**src/design/dbts_pkg.sv**
```systemverilog
// Types, constants and transform table shared by the block's modules.
`timescale 1ns / 1ps
`default_nettype none

package dbts_pkg;

    localparam int ADDR_W  = 6;
    localparam int PIX_W   = 8;
    localparam int THR_W   = 11;
    localparam int COEF_W  = 16;
    localparam int PROD_W  = 32;
    localparam int ACC_W   = 35;
    localparam int CNT_W   = 9;

    localparam logic [1:0] PASS_FROW = 2'd0;
    localparam logic [1:0] PASS_FCOL = 2'd1;
    localparam logic [1:0] PASS_IROW = 2'd2;
    localparam logic [1:0] PASS_ICOL = 2'd3;

    localparam logic [0:0] REG_THRESHOLD = 1'b0;
    localparam logic [0:0] REG_REF_MAX   = 1'b1;

    typedef enum logic [1:0] {
        ST_FILL,
        ST_RUN,
        ST_WAIT
    } back_state_t;

    typedef struct packed {
        logic [ADDR_W-1:0] idx;
        logic [PIX_W-1:0]  pixel;
        logic              choice;
        logic              last;
    } item_t;

    typedef struct packed {
        logic        valid;
        logic [1:0]  pass;
        logic [5:0]  o;
        logic [2:0]  k;
    } tag_t;

    localparam logic signed [COEF_W-1:0] HALF_COS [32] = '{
        16'sd16384, 16'sd16069, 16'sd15137, 16'sd13623,
        16'sd11585, 16'sd9102, 16'sd6270, 16'sd3196,
        16'sd0, -16'sd3196, -16'sd6270, -16'sd9102,
        -16'sd11585, -16'sd13623, -16'sd15137, -16'sd16069,
        -16'sd16384, -16'sd16069, -16'sd15137, -16'sd13623,
        -16'sd11585, -16'sd9102, -16'sd6270, -16'sd3196,
        16'sd0, 16'sd3196, 16'sd6270, 16'sd9102,
        16'sd11585, 16'sd13623, 16'sd15137, 16'sd16069
    };

    // DCT basis value for frequency u at sample x, Q15.
    function automatic logic signed [COEF_W-1:0] basis(input logic [2:0] u,
                                                       input logic [2:0] x);
        logic [4:0] odd;
        logic [4:0] ph;
        odd = {1'b0, x, 1'b1};
        ph  = odd * {2'b00, u};
        if (u == 3'd0)
            return 16'sd11585;
        return HALF_COS[ph];
    endfunction

endpackage

`default_nettype wire

```
**src/design/dbts_ram.sv**
```systemverilog
// Generic single-write, single-read RAM with registered read data.
`timescale 1ns / 1ps
`default_nettype none

module dbts_ram #(
    parameter int WIDTH = 16,
    parameter int DEPTH = 64
) (
    input  wire logic                     clk,
    input  wire logic                     we,
    input  wire logic [$clog2(DEPTH)-1:0] waddr,
    input  wire logic [WIDTH-1:0]         wdata,
    input  wire logic [$clog2(DEPTH)-1:0] raddr,
    output logic      [WIDTH-1:0]         rdata
);

    logic [WIDTH-1:0] mem [DEPTH];

    always_ff @(posedge clk)
    begin
        if (we)
        begin
            mem[waddr] <= wdata;
        end
        rdata <= mem[raddr];
    end

endmodule

`default_nettype wire

```
**src/design/dbts_front.sv**
```systemverilog
// Input side: accepts pixel transactions and tags them with block position.
`timescale 1ns / 1ps
`default_nettype none

module dbts_front (
    input  wire logic                          clk,
    input  wire logic                          rst_n,
    input  wire logic                          in_valid,
    output logic                               in_stall,
    input  wire logic [dbts_pkg::PIX_W-1:0]    pixel_in,
    input  wire logic                          random_bit,
    input  wire logic                          queue_full,
    output logic                               push_valid,
    output dbts_pkg::item_t                    push_item
);

    logic [dbts_pkg::ADDR_W-1:0] fill_reg;
    logic [dbts_pkg::ADDR_W-1:0] fill_next;
    logic                        accept;

    assign in_stall = queue_full;
    assign accept   = in_valid && !queue_full;
    assign fill_next = fill_reg + 1'b1;

    always_ff @(posedge clk or negedge rst_n)
    begin
        if (!rst_n)
        begin
            fill_reg <= '0;
        end
        else if (accept)
        begin
            fill_reg <= fill_next;
        end
    end

    always_comb
    begin
        push_valid       = accept;
        push_item.idx    = fill_reg;
        push_item.pixel  = pixel_in;
        push_item.choice = random_bit;
        push_item.last   = (fill_reg == {dbts_pkg::ADDR_W{1'b1}});
    end

endmodule

`default_nettype wire

```
**src/design/dbts_queue.sv**
```systemverilog
// Short register queue between the input side and the transform engine.
`timescale 1ns / 1ps
`default_nettype none

module dbts_queue #(
    parameter int DEPTH = 4
) (
    input  wire logic            clk,
    input  wire logic            rst_n,
    input  wire logic            push_valid,
    input  wire dbts_pkg::item_t push_item,
    output logic                 full,
    input  wire logic            pop,
    output dbts_pkg::item_t      pop_item,
    output logic                 nonempty
);

    localparam int PW = (DEPTH > 1) ? $clog2(DEPTH) : 1;
    localparam int CW = $clog2(DEPTH + 1);

    dbts_pkg::item_t slots [DEPTH];
    logic [PW-1:0] wr_reg;
    logic [PW-1:0] rd_reg;
    logic [CW-1:0] cnt_reg;
    logic [PW-1:0] wr_next;
    logic [PW-1:0] rd_next;
    logic          do_pop;

    assign full     = (cnt_reg == CW'(DEPTH));
    assign nonempty = (cnt_reg != '0);
    assign do_pop   = pop && nonempty;
    assign pop_item = slots[rd_reg];
    assign wr_next  = (wr_reg == PW'(DEPTH - 1)) ? '0 : wr_reg + 1'b1;
    assign rd_next  = (rd_reg == PW'(DEPTH - 1)) ? '0 : rd_reg + 1'b1;

    always_ff @(posedge clk)
    begin
        if (push_valid)
        begin
            slots[wr_reg] <= push_item;
        end
    end

    always_ff @(posedge clk or negedge rst_n)
    begin
        if (!rst_n)
        begin
            wr_reg  <= '0;
            rd_reg  <= '0;
            cnt_reg <= '0;
        end
        else
        begin
            if (push_valid)
            begin
                wr_reg <= wr_next;
            end
            if (do_pop)
            begin
                rd_reg <= rd_next;
            end
            if (push_valid && !do_pop)
            begin
                cnt_reg <= cnt_reg + 1'b1;
            end
            else if (do_pop && !push_valid)
            begin
                cnt_reg <= cnt_reg - 1'b1;
            end
        end
    end

endmodule

`default_nettype wire

```
**src/design/dbts_back.sv**
```systemverilog
// Transform engine: stores a block, runs four MAC passes and emits pixels.
`timescale 1ns / 1ps
`default_nettype none

module dbts_back (
    input  wire logic                          clk,
    input  wire logic                          rst_n,
    input  wire dbts_pkg::item_t               pop_item,
    input  wire logic                          nonempty,
    output logic                               pop,
    input  wire logic [dbts_pkg::THR_W-1:0]    threshold,
    input  wire logic [dbts_pkg::PIX_W-1:0]    reference_max,
    output logic                               out_valid,
    input  wire logic                          out_stall,
    output logic [dbts_pkg::PIX_W-1:0]         pixel_out,
    output logic                               last_of_block
);

    dbts_pkg::back_state_t state_reg;
    dbts_pkg::back_state_t state_next;
    logic [1:0]                   pass_reg;
    logic [1:0]                   pass_next;
    logic [dbts_pkg::CNT_W-1:0]   cnt_reg;
    logic [dbts_pkg::CNT_W-1:0]   cnt_next;

    dbts_pkg::tag_t t1_reg;
    dbts_pkg::tag_t t2_reg;
    dbts_pkg::tag_t t3_reg;
    dbts_pkg::tag_t t4_reg;

    logic signed [dbts_pkg::COEF_W-1:0] op_reg;
    logic signed [dbts_pkg::COEF_W-1:0] coef_reg;
    logic signed [dbts_pkg::PROD_W-1:0] prod_reg;
    logic signed [dbts_pkg::ACC_W-1:0]  acc_reg;
    logic signed [dbts_pkg::ACC_W-1:0]  acc_next;
    logic signed [dbts_pkg::ACC_W-1:0]  sum_reg;

    logic                        out_valid_reg;
    logic [dbts_pkg::PIX_W-1:0]  pix_reg;
    logic                        last_reg;

    logic [2:0] ia;
    logic [2:0] ib;
    logic [2:0] ik;
    logic       issue;
    logic       pipe_empty;

    logic                         blk_we;
    logic [dbts_pkg::ADDR_W-1:0]  blk_waddr;
    logic [15:0]                  blk_wdata;
    logic [dbts_pkg::ADDR_W-1:0]  blk_raddr;
    logic [15:0]                  blk_rdata;
    logic                         trn_we;
    logic [dbts_pkg::ADDR_W-1:0]  trn_raddr;
    logic [15:0]                  trn_rdata;
    logic                         chc_rdata;

    logic signed [15:0] s1_data;
    logic signed [15:0] s1_op;
    logic signed [15:0] s1_coef;
    logic [16:0]        s1_mag;
    logic [15:0]        s1_t;

    logic               s4_neg;
    logic [34:0]        s4_mag;
    logic [34:0]        s4_r;
    logic signed [15:0] s4_sat;
    logic [7:0]         s4_pix;

    assign ia = cnt_reg[8:6];
    assign ib = cnt_reg[5:3];
    assign ik = cnt_reg[2:0];

    assign pipe_empty = !t1_reg.valid && !t2_reg.valid && !t3_reg.valid && !t4_reg.valid;

    // Next-state logic of the sequencer.
    always_comb
    begin
        state_next = state_reg;
        pass_next  = pass_reg;
        cnt_next   = cnt_reg;
        case (state_reg)
            dbts_pkg::ST_FILL:
            begin
                if (nonempty && pop_item.last)
                begin
                    state_next = dbts_pkg::ST_RUN;
                    pass_next  = dbts_pkg::PASS_FROW;
                    cnt_next   = '0;
                end
            end
            dbts_pkg::ST_RUN:
            begin
                if (issue)
                begin
                    cnt_next = cnt_reg + 1'b1;
                    if (cnt_reg == {dbts_pkg::CNT_W{1'b1}})
                    begin
                        state_next = dbts_pkg::ST_WAIT;
                    end
                end
            end
            dbts_pkg::ST_WAIT:
            begin
                if (pipe_empty)
                begin
                    if (pass_reg == dbts_pkg::PASS_ICOL)
                    begin
                        state_next = dbts_pkg::ST_FILL;
                    end
                    else
                    begin
                        state_next = dbts_pkg::ST_RUN;
                        pass_next  = pass_reg + 1'b1;
                    end
                end
            end
            default:
            begin
                state_next = dbts_pkg::ST_FILL;
            end
        endcase
    end

    // Sequencer outputs; the last pass starts a pixel only with a free output slot.
    always_comb
    begin
        pop   = 1'b0;
        issue = 1'b0;
        case (state_reg)
            dbts_pkg::ST_FILL:
            begin
                pop = nonempty;
            end
            dbts_pkg::ST_RUN:
            begin
                issue = (pass_reg != dbts_pkg::PASS_ICOL) || (ik != 3'd0) ||
                        (pipe_empty && !out_valid_reg);
            end
            default:
            begin
                pop   = 1'b0;
                issue = 1'b0;
            end
        endcase
    end

    always_ff @(posedge clk or negedge rst_n)
    begin
        if (!rst_n)
        begin
            state_reg <= dbts_pkg::ST_FILL;
            pass_reg  <= dbts_pkg::PASS_FROW;
            cnt_reg   <= '0;
        end
        else
        begin
            state_reg <= state_next;
            pass_reg  <= pass_next;
            cnt_reg   <= cnt_next;
        end
    end

    assign blk_raddr = {ia, ik};
    assign trn_raddr = {ik, ib};

    // Stage 1: pick operand, apply thresholding on the inverse row pass.
    always_comb
    begin
        case (t1_reg.pass)
            dbts_pkg::PASS_FROW: s1_data = $signed(blk_rdata);
            dbts_pkg::PASS_IROW: s1_data = $signed(blk_rdata);
            default:             s1_data = $signed(trn_rdata);
        endcase
        s1_t   = {2'b00, threshold, 3'b000};
        s1_mag = s1_data[15] ? 17'(-$signed({s1_data[15], s1_data})) : {1'b0, s1_data};
        s1_op  = s1_data;
        if ((t1_reg.pass == dbts_pkg::PASS_IROW) && (s1_mag < {1'b0, s1_t}))
        begin
            if (chc_rdata)
                s1_op = '0;
            else if (s1_data > 16'sd0)
                s1_op = $signed(s1_t);
            else
                s1_op = -$signed(s1_t);
        end
        case (t1_reg.pass)
            dbts_pkg::PASS_FROW: s1_coef = dbts_pkg::basis(t1_reg.o[2:0], t1_reg.k);
            dbts_pkg::PASS_FCOL: s1_coef = dbts_pkg::basis(t1_reg.o[5:3], t1_reg.k);
            dbts_pkg::PASS_IROW: s1_coef = dbts_pkg::basis(t1_reg.k, t1_reg.o[2:0]);
            default:             s1_coef = dbts_pkg::basis(t1_reg.k, t1_reg.o[5:3]);
        endcase
    end

    assign acc_next = (t3_reg.k == 3'd0) ? dbts_pkg::ACC_W'(prod_reg)
                                         : acc_reg + dbts_pkg::ACC_W'(prod_reg);

    always_ff @(posedge clk or negedge rst_n)
    begin
        if (!rst_n)
        begin
            t1_reg <= '0;
            t2_reg <= '0;
            t3_reg <= '0;
            t4_reg <= '0;
        end
        else
        begin
            t1_reg.valid <= issue;
            t1_reg.pass  <= pass_reg;
            t1_reg.o     <= cnt_reg[8:3];
            t1_reg.k     <= ik;
            t2_reg       <= t1_reg;
            t3_reg       <= t2_reg;
            t4_reg.pass  <= t3_reg.pass;
            t4_reg.o     <= t3_reg.o;
            t4_reg.k     <= t3_reg.k;
            t4_reg.valid <= t3_reg.valid && (t3_reg.k == 3'd7);
        end
    end

    always_ff @(posedge clk)
    begin
        op_reg   <= s1_op;
        coef_reg <= s1_coef;
        prod_reg <= op_reg * coef_reg;
        if (t3_reg.valid)
        begin
            acc_reg <= acc_next;
        end
        sum_reg <= acc_next;
    end

    // Stage 4: shift (rounding in all but the inverse column pass), saturation and clamp.
    always_comb
    begin
        s4_neg = sum_reg[34];
        s4_mag = s4_neg ? 35'(-sum_reg) : 35'(sum_reg);
        case (t4_reg.pass)
            dbts_pkg::PASS_FROW: s4_r = (s4_mag + 35'd2048) >> 12;
            dbts_pkg::PASS_FCOL: s4_r = (s4_mag + 35'd16384) >> 15;
            dbts_pkg::PASS_IROW: s4_r = (s4_mag + 35'd16384) >> 15;
            default:             s4_r = s4_mag >> 18;
        endcase
        if (!s4_neg)
            s4_sat = (s4_r > 35'd32767) ? 16'sd32767 : $signed(s4_r[15:0]);
        else
            s4_sat = (s4_r > 35'd32768) ? -16'sd32768 : -$signed(s4_r[15:0]);
        if (s4_neg)
            s4_pix = '0;
        else if (s4_r > {27'd0, reference_max})
            s4_pix = reference_max;
        else
            s4_pix = s4_r[7:0];
    end

    always_comb
    begin
        if (state_reg == dbts_pkg::ST_FILL)
        begin
            blk_we    = pop;
            blk_waddr = pop_item.idx;
            blk_wdata = {8'd0, pop_item.pixel};
        end
        else
        begin
            blk_we    = t4_reg.valid && (t4_reg.pass == dbts_pkg::PASS_FCOL);
            blk_waddr = t4_reg.o;
            blk_wdata = s4_sat;
        end
        trn_we = t4_reg.valid &&
                 ((t4_reg.pass == dbts_pkg::PASS_FROW) || (t4_reg.pass == dbts_pkg::PASS_IROW));
    end

    dbts_ram #(.WIDTH(16), .DEPTH(64)) u_blk (
        .clk(clk), .we(blk_we), .waddr(blk_waddr), .wdata(blk_wdata),
        .raddr(blk_raddr), .rdata(blk_rdata)
    );

    dbts_ram #(.WIDTH(16), .DEPTH(64)) u_trn (
        .clk(clk), .we(trn_we), .waddr(t4_reg.o), .wdata(s4_sat),
        .raddr(trn_raddr), .rdata(trn_rdata)
    );

    dbts_ram #(.WIDTH(1), .DEPTH(64)) u_chc (
        .clk(clk), .we(pop && (state_reg == dbts_pkg::ST_FILL)), .waddr(pop_item.idx),
        .wdata(pop_item.choice), .raddr(blk_raddr), .rdata(chc_rdata)
    );

    always_ff @(posedge clk or negedge rst_n)
    begin
        if (!rst_n)
        begin
            out_valid_reg <= 1'b0;
        end
        else if (t4_reg.valid && (t4_reg.pass == dbts_pkg::PASS_ICOL))
        begin
            out_valid_reg <= 1'b1;
        end
        else if (!out_stall)
        begin
            out_valid_reg <= 1'b0;
        end
    end

    always_ff @(posedge clk)
    begin
        if (t4_reg.valid && (t4_reg.pass == dbts_pkg::PASS_ICOL))
        begin
            pix_reg  <= s4_pix;
            last_reg <= (t4_reg.o == 6'd63);
        end
    end

    assign out_valid     = out_valid_reg;
    assign pixel_out     = pix_reg;
    assign last_of_block = last_reg;

endmodule

`default_nettype wire

```
**src/design/dct_block_threshold_sharpen.sv**
```systemverilog
// Top level of the 8x8 DCT coefficient thresholding block.
//
//  channel | direction | handshake             | payload
//  --------+-----------+-----------------------+---------------------------
//  input   | in        | in_valid / in_stall   | pixel_in, random_bit
//  output  | out       | out_valid / out_stall | pixel_out, last_of_block
//  config  | in        | APB, pready always 1  | threshold, reference_max
//
// Pixels are taken at one per cycle while the engine fills its store; during
// the transform the small queue fills and then the input stalls. One shared
// MAC unit runs three storing passes of 512 products, each followed by a
// pipeline drain, then a final pass of 512 products that starts each output
// pixel only once the pipeline is empty and the output register is free.
// Reset clears control state only; a stalled output holds its pixel and
// keeps the engine from starting the next one.
`timescale 1ns / 1ps
`default_nettype none

module dct_block_threshold_sharpen #(
    parameter int QUEUE_DEPTH = 4
) (
    input  wire logic        clk,
    input  wire logic        rst_n,
    input  wire logic        in_valid,
    output logic             in_stall,
    input  wire logic [7:0]  pixel_in,
    input  wire logic        random_bit,
    output logic             out_valid,
    input  wire logic        out_stall,
    output logic [7:0]       pixel_out,
    output logic             last_of_block,
    input  wire logic        psel,
    input  wire logic        penable,
    input  wire logic        pwrite,
    input  wire logic [2:0]  paddr,
    input  wire logic [31:0] pwdata,
    output logic [31:0]      prdata,
    output logic             pready
);

    logic [dbts_pkg::THR_W-1:0] threshold_reg;
    logic [dbts_pkg::PIX_W-1:0] ref_max_reg;
    logic                       cfg_write;

    logic            queue_full;
    logic            push_valid;
    dbts_pkg::item_t push_item;
    logic            pop;
    dbts_pkg::item_t pop_item;
    logic            nonempty;

    // Register file: threshold at byte address 0, reference_max at 4.
    assign pready    = 1'b1;
    assign cfg_write = psel && penable && pwrite;

    always_ff @(posedge clk or negedge rst_n)
    begin
        if (!rst_n)
        begin
            threshold_reg <= '0;
            ref_max_reg   <= 8'd255;
        end
        else if (cfg_write)
        begin
            if (paddr[2] == dbts_pkg::REG_THRESHOLD)
                threshold_reg <= pwdata[dbts_pkg::THR_W-1:0];
            else
                ref_max_reg <= pwdata[dbts_pkg::PIX_W-1:0];
        end
    end

    assign prdata = (paddr[2] == dbts_pkg::REG_REF_MAX) ? {24'd0, ref_max_reg}
                                                        : {21'd0, threshold_reg};

    // The front side numbers pixels within the block and marks the last one.
    dbts_front u_front (
        .clk(clk), .rst_n(rst_n), .in_valid(in_valid), .in_stall(in_stall),
        .pixel_in(pixel_in), .random_bit(random_bit), .queue_full(queue_full),
        .push_valid(push_valid), .push_item(push_item)
    );

    // The queue lets the input keep flowing while the engine fills its store.
    dbts_queue #(.DEPTH(QUEUE_DEPTH)) u_queue (
        .clk(clk), .rst_n(rst_n), .push_valid(push_valid), .push_item(push_item),
        .full(queue_full), .pop(pop), .pop_item(pop_item), .nonempty(nonempty)
    );

    // The engine runs the transform pair and drives the output register.
    dbts_back u_back (
        .clk(clk), .rst_n(rst_n), .pop_item(pop_item), .nonempty(nonempty), .pop(pop),
        .threshold(threshold_reg), .reference_max(ref_max_reg),
        .out_valid(out_valid), .out_stall(out_stall), .pixel_out(pixel_out),
        .last_of_block(last_of_block)
    );

endmodule

`default_nettype wire

```
**config.mk**
```make
export PLATFORM = sky130hd
export DESIGN_NAME = dct_block_threshold_sharpen
export DESIGN_NICKNAME = d
export VERILOG_FILES = /design/src/design/dbts_pkg.sv /design/src/design/dbts_ram.sv /design/src/design/dbts_front.sv /design/src/design/dbts_queue.sv /design/src/design/dbts_back.sv /design/src/design/dct_block_threshold_sharpen.sv
export SDC_FILE = /design/constraint.sdc
export NUM_CORES = 2
export LEC_CHECK = 0
export BUFFER_PORTS_ARGS = -buffer_cell sky130_fd_sc_hd__buf_2
export CAP_MARGIN = 30
export CORE_MARGIN = 4
export CORE_UTILIZATION = 55
export CTS_BUF_LIST = sky130_fd_sc_hd__clkbuf_8 sky130_fd_sc_hd__clkbuf_16
export CTS_CLUSTER_SIZE = 25
export DETAILED_ROUTE_END_ITERATION = 8
export PLACE_DENSITY = 0.71
export SLEW_MARGIN = 20
export SYNTH_ARGS = -nofsm -noshare
export SYNTH_HDL_FRONTEND = slang
export SYNTH_SLANG_ARGS = --single-unit
```
**constraint.sdc**
```tcl
create_clock -name clk -period 12.6 [get_ports clk]
set_input_delay 0 -clock clk [delete_from_list [all_inputs] [get_ports clk]]
set_output_delay 0 -clock clk [all_outputs]
set_load 0.005 [all_outputs]
```
==> metrics.txt <==
initial antenna violation count 18; number of global-route vias before repair 61800; Ports 95; Reg2Reg Setup Slack 5180 ps; synth warn 0; CORE AREA 200000 sq um; Std-Cell Rows between 150 and 200; Mapped Cells approximately 6900; Antenna Violating Nets Remaining 0; Async SR Flop Fraction ~3.7%; CP max FO 16; Critical Path Sink Type register; Area Overhead vs Synth 11.3%; RSZ-0062 raised after global routing no; H-Tree Depth 4; initial core utilization 55.5%; ys flop type edfxtp_1; via count 62900; DR vias/cell about 6.3; WP data required around 13000 ps; largest net degree at the start of global routing 129; area of the die roughly 210000 sq um; setup tns final 0 ps; CP Data Arrival Time 8200 ps; Avg Synthesized Cell Area between 15 and 20 sq um; Avg WL per Cell around 28 um; FMAX ~130 MHz; TritonCTS clock tree done; clk_lat worst skew about 850 ps; HPWL after DPL between 150000 and 200000 um; biggest regs u_back.u_blk.mem x1024, u_back.u_trn.mem x1024; setup bufs post-CTS 0; Tmin final around 7400 ps; GRT Resource Usage Total about a quarter; Max Cap Viol 0; type of the worst min-delay path in -> reg; Final Max Tran Viols 0; Nets 7576; status finished, final reports clean; clk_skew slightly above 50 ps; DRC 0; CP Launch Type register; clock sink total roughly 2400; DRT iter0 DRCs about 8000; leading cell type in the layout, fill and taps excluded edfxtp_1; Slew @ Worst Pin ~1100 ps; most frequent cells in the layout edfxtp_1, mux4_2, nand2_1; final setup fails 0; slew margin rel. roughly 27%; drt total wl 276000 um; layout cells sized above 1 18.1%; CTS Buffer Depth 3; drt pass-1 iters 6; Worst Path Class, Setup reg -> reg; global-route wire length before repair about 400000 um; clock root buffer clkbuf_16; CTS clk-pin slew, worst paths around 60 ps; Synth Register Bits about 2400; die width ~460 um; GRT Residual Overflow 0; number of CTS-inserted buffers ~230; port bufs slightly below 50; post-synthesis sequential area ratio about 64%; routability cong. 0.878; Post-synth EDFFs around 2200; post-synth design cell area 111000 sq um; post-synth cell types 110; Final Hold Vio Count 0; final period utilization approximately three fifths; Die Y-Extent around 460 um
## layout make-up
cell class | count | area (sq um)
inverters | 357 | 1340
fillers | 14200 | 76600
well taps | 2656 | 3320
clock inverters | 179 | 1600
diodes | 9 | 22.5
multi-input cells | 3713 | 37100
repair buffers | 327 | 2690
flip-flops and latches | 2443 | 71600
clock buffers | 244 | 5990
## logic make-up (layout without fill, tap and decap cells)
kind of cell    after synthesis  in the layout  share of synthesized area, %
mux                         846            846                          13.6
simple gates               1334           1334                          5.68
fa+ha+maj                   456            456                          6.98
flops                      2443           2443                          64.4
xor+xnor                    173            173                          1.39
other cells                   2             31                       0.00676
buf+inv                     734           1107                          2.59
compound gates              882            882                          5.37
## metrics by stage
| step | hold slack, ps | setup WS, ps | std cells | instance area [sq um] | util [%] |
|---|---|---|---|---|---|
| 6_report | 68.3 | 5180 | 9928 | 124000 | 61.8 |
| 5_1_grt | 58.4 | 4810 | 9921 | 124000 | 61.8 |
| 4_1_cts | 4.18 | 5140 | 9906 | 123000 | 61.7 |
| 3_5_place_dp | 65.4 | 5180 | 9439 | 115000 | 57.6 |
| 3_3_place_gp | 56.8 | 5200 | 9423 | 115000 | 57.5 |
| 2_1_floorplan | -296 | 3200 | 6890 | 111000 | - |
## final timing paths
kind                                             start                             end  cells past startpoint
hold / removal                               pwdata[9]    threshold_reg[9]$_DFFE_PN0P_                      3
setup / recovery              u_back.op_reg[7]$_DFF_P_     u_back.prod_reg[30]$_DFF_P_                     23
max in group asynchronous                        rst_n   u_back.cnt_reg[1]$_DFFE_PN0P_                      4
min in group asynchronous                        rst_n  u_queue.cnt_reg[1]$_DFFE_PN0P_                      4
hold reg to reg            u_back.t3_reg[10]$_DFF_PN0_     u_back.t4_reg[10]$_DFF_PN0_                      0
setup reg to reg              u_back.op_reg[7]$_DFF_P_     u_back.prod_reg[30]$_DFF_P_                     23
## layer usage
layer | share of wire (%) | wire length, um | global-route usage, %
met5 | 0.022 | 60 | 0
met3 | 9.3 | 25800 | 4.62
met1 | 40 | 111000 | 38.4
met4 | 3.7 | 10100 | 9.03
met2 | 47 | 129000 | 40.6
## what timing repair did
| action | CTS | global route |
|---|---|---|
| hold buffers | 44 | 0 |
| endpoints found under the setup margin | 0 | 0 |
| resized for setup | 0 | 0 |
| endpoints found under the hold margin | 147 | 0 |
## critical path, stage by stage (launching register included)
cell and delay [ps]:
dfxtp_1 820, nand2_1 180, fa_1 570, inv_1 60, fa_1 510, inv_1 60
fa_1 520, inv_1 50, fa_1 450, fa_1 520, fa_1 460, ha_1 210
or3_1 430, nor2_1 140, nand2_1 70, a211oi_1 300, o31ai_1 220, a31oi_1 270
o21ai_0 170, o21ai_0 520, o21ai_0 260, a21bo_2 260, a21oi_1 180, xnor2_1 130
## synthesized netlist by cell type (11+ instances only)
library cell,instances,area share (%)
a31oi_1,22,0.12
ha_1,182,2.0
o21a_1,17,0.11
inv_1,355,1.2
mux4_2,525,11
nand4_1,23,0.13
mux2i_1,288,2.6
dfrtp_1,83,1.9
o21ai_0,157,0.71
o21bai_1,12,0.081
fa_1,274,4.9
edfxtp_1,2220,60
or3_1,20,0.11
mux2_2,32,0.32
a21oi_1,223,1.0
nor2_1,415,1.4
and3_1,15,0.084
nor4_1,11,0.062
a21o_1,38,0.26
buf_1,77,0.26
a211oi_1,18,0.12
o221ai_1,133,1.0
nor3_1,46,0.21
nor2b_1,36,0.20
xor2_1,58,0.46
dfxtp_1,132,2.4
clkbuf_1,268,0.91
o22ai_1,77,0.43
xnor2_1,113,0.89
o211ai_1,27,0.18
nand2_1,429,1.4
o31ai_1,22,0.15
buf_4,23,0.16
nand3_1,65,0.29
and2_1,151,0.85
nand2b_1,50,0.28
Power is left out: the tool's default activity adds up to more than one toggle a clock period on the data nets, which glitch-free logic cannot reach.
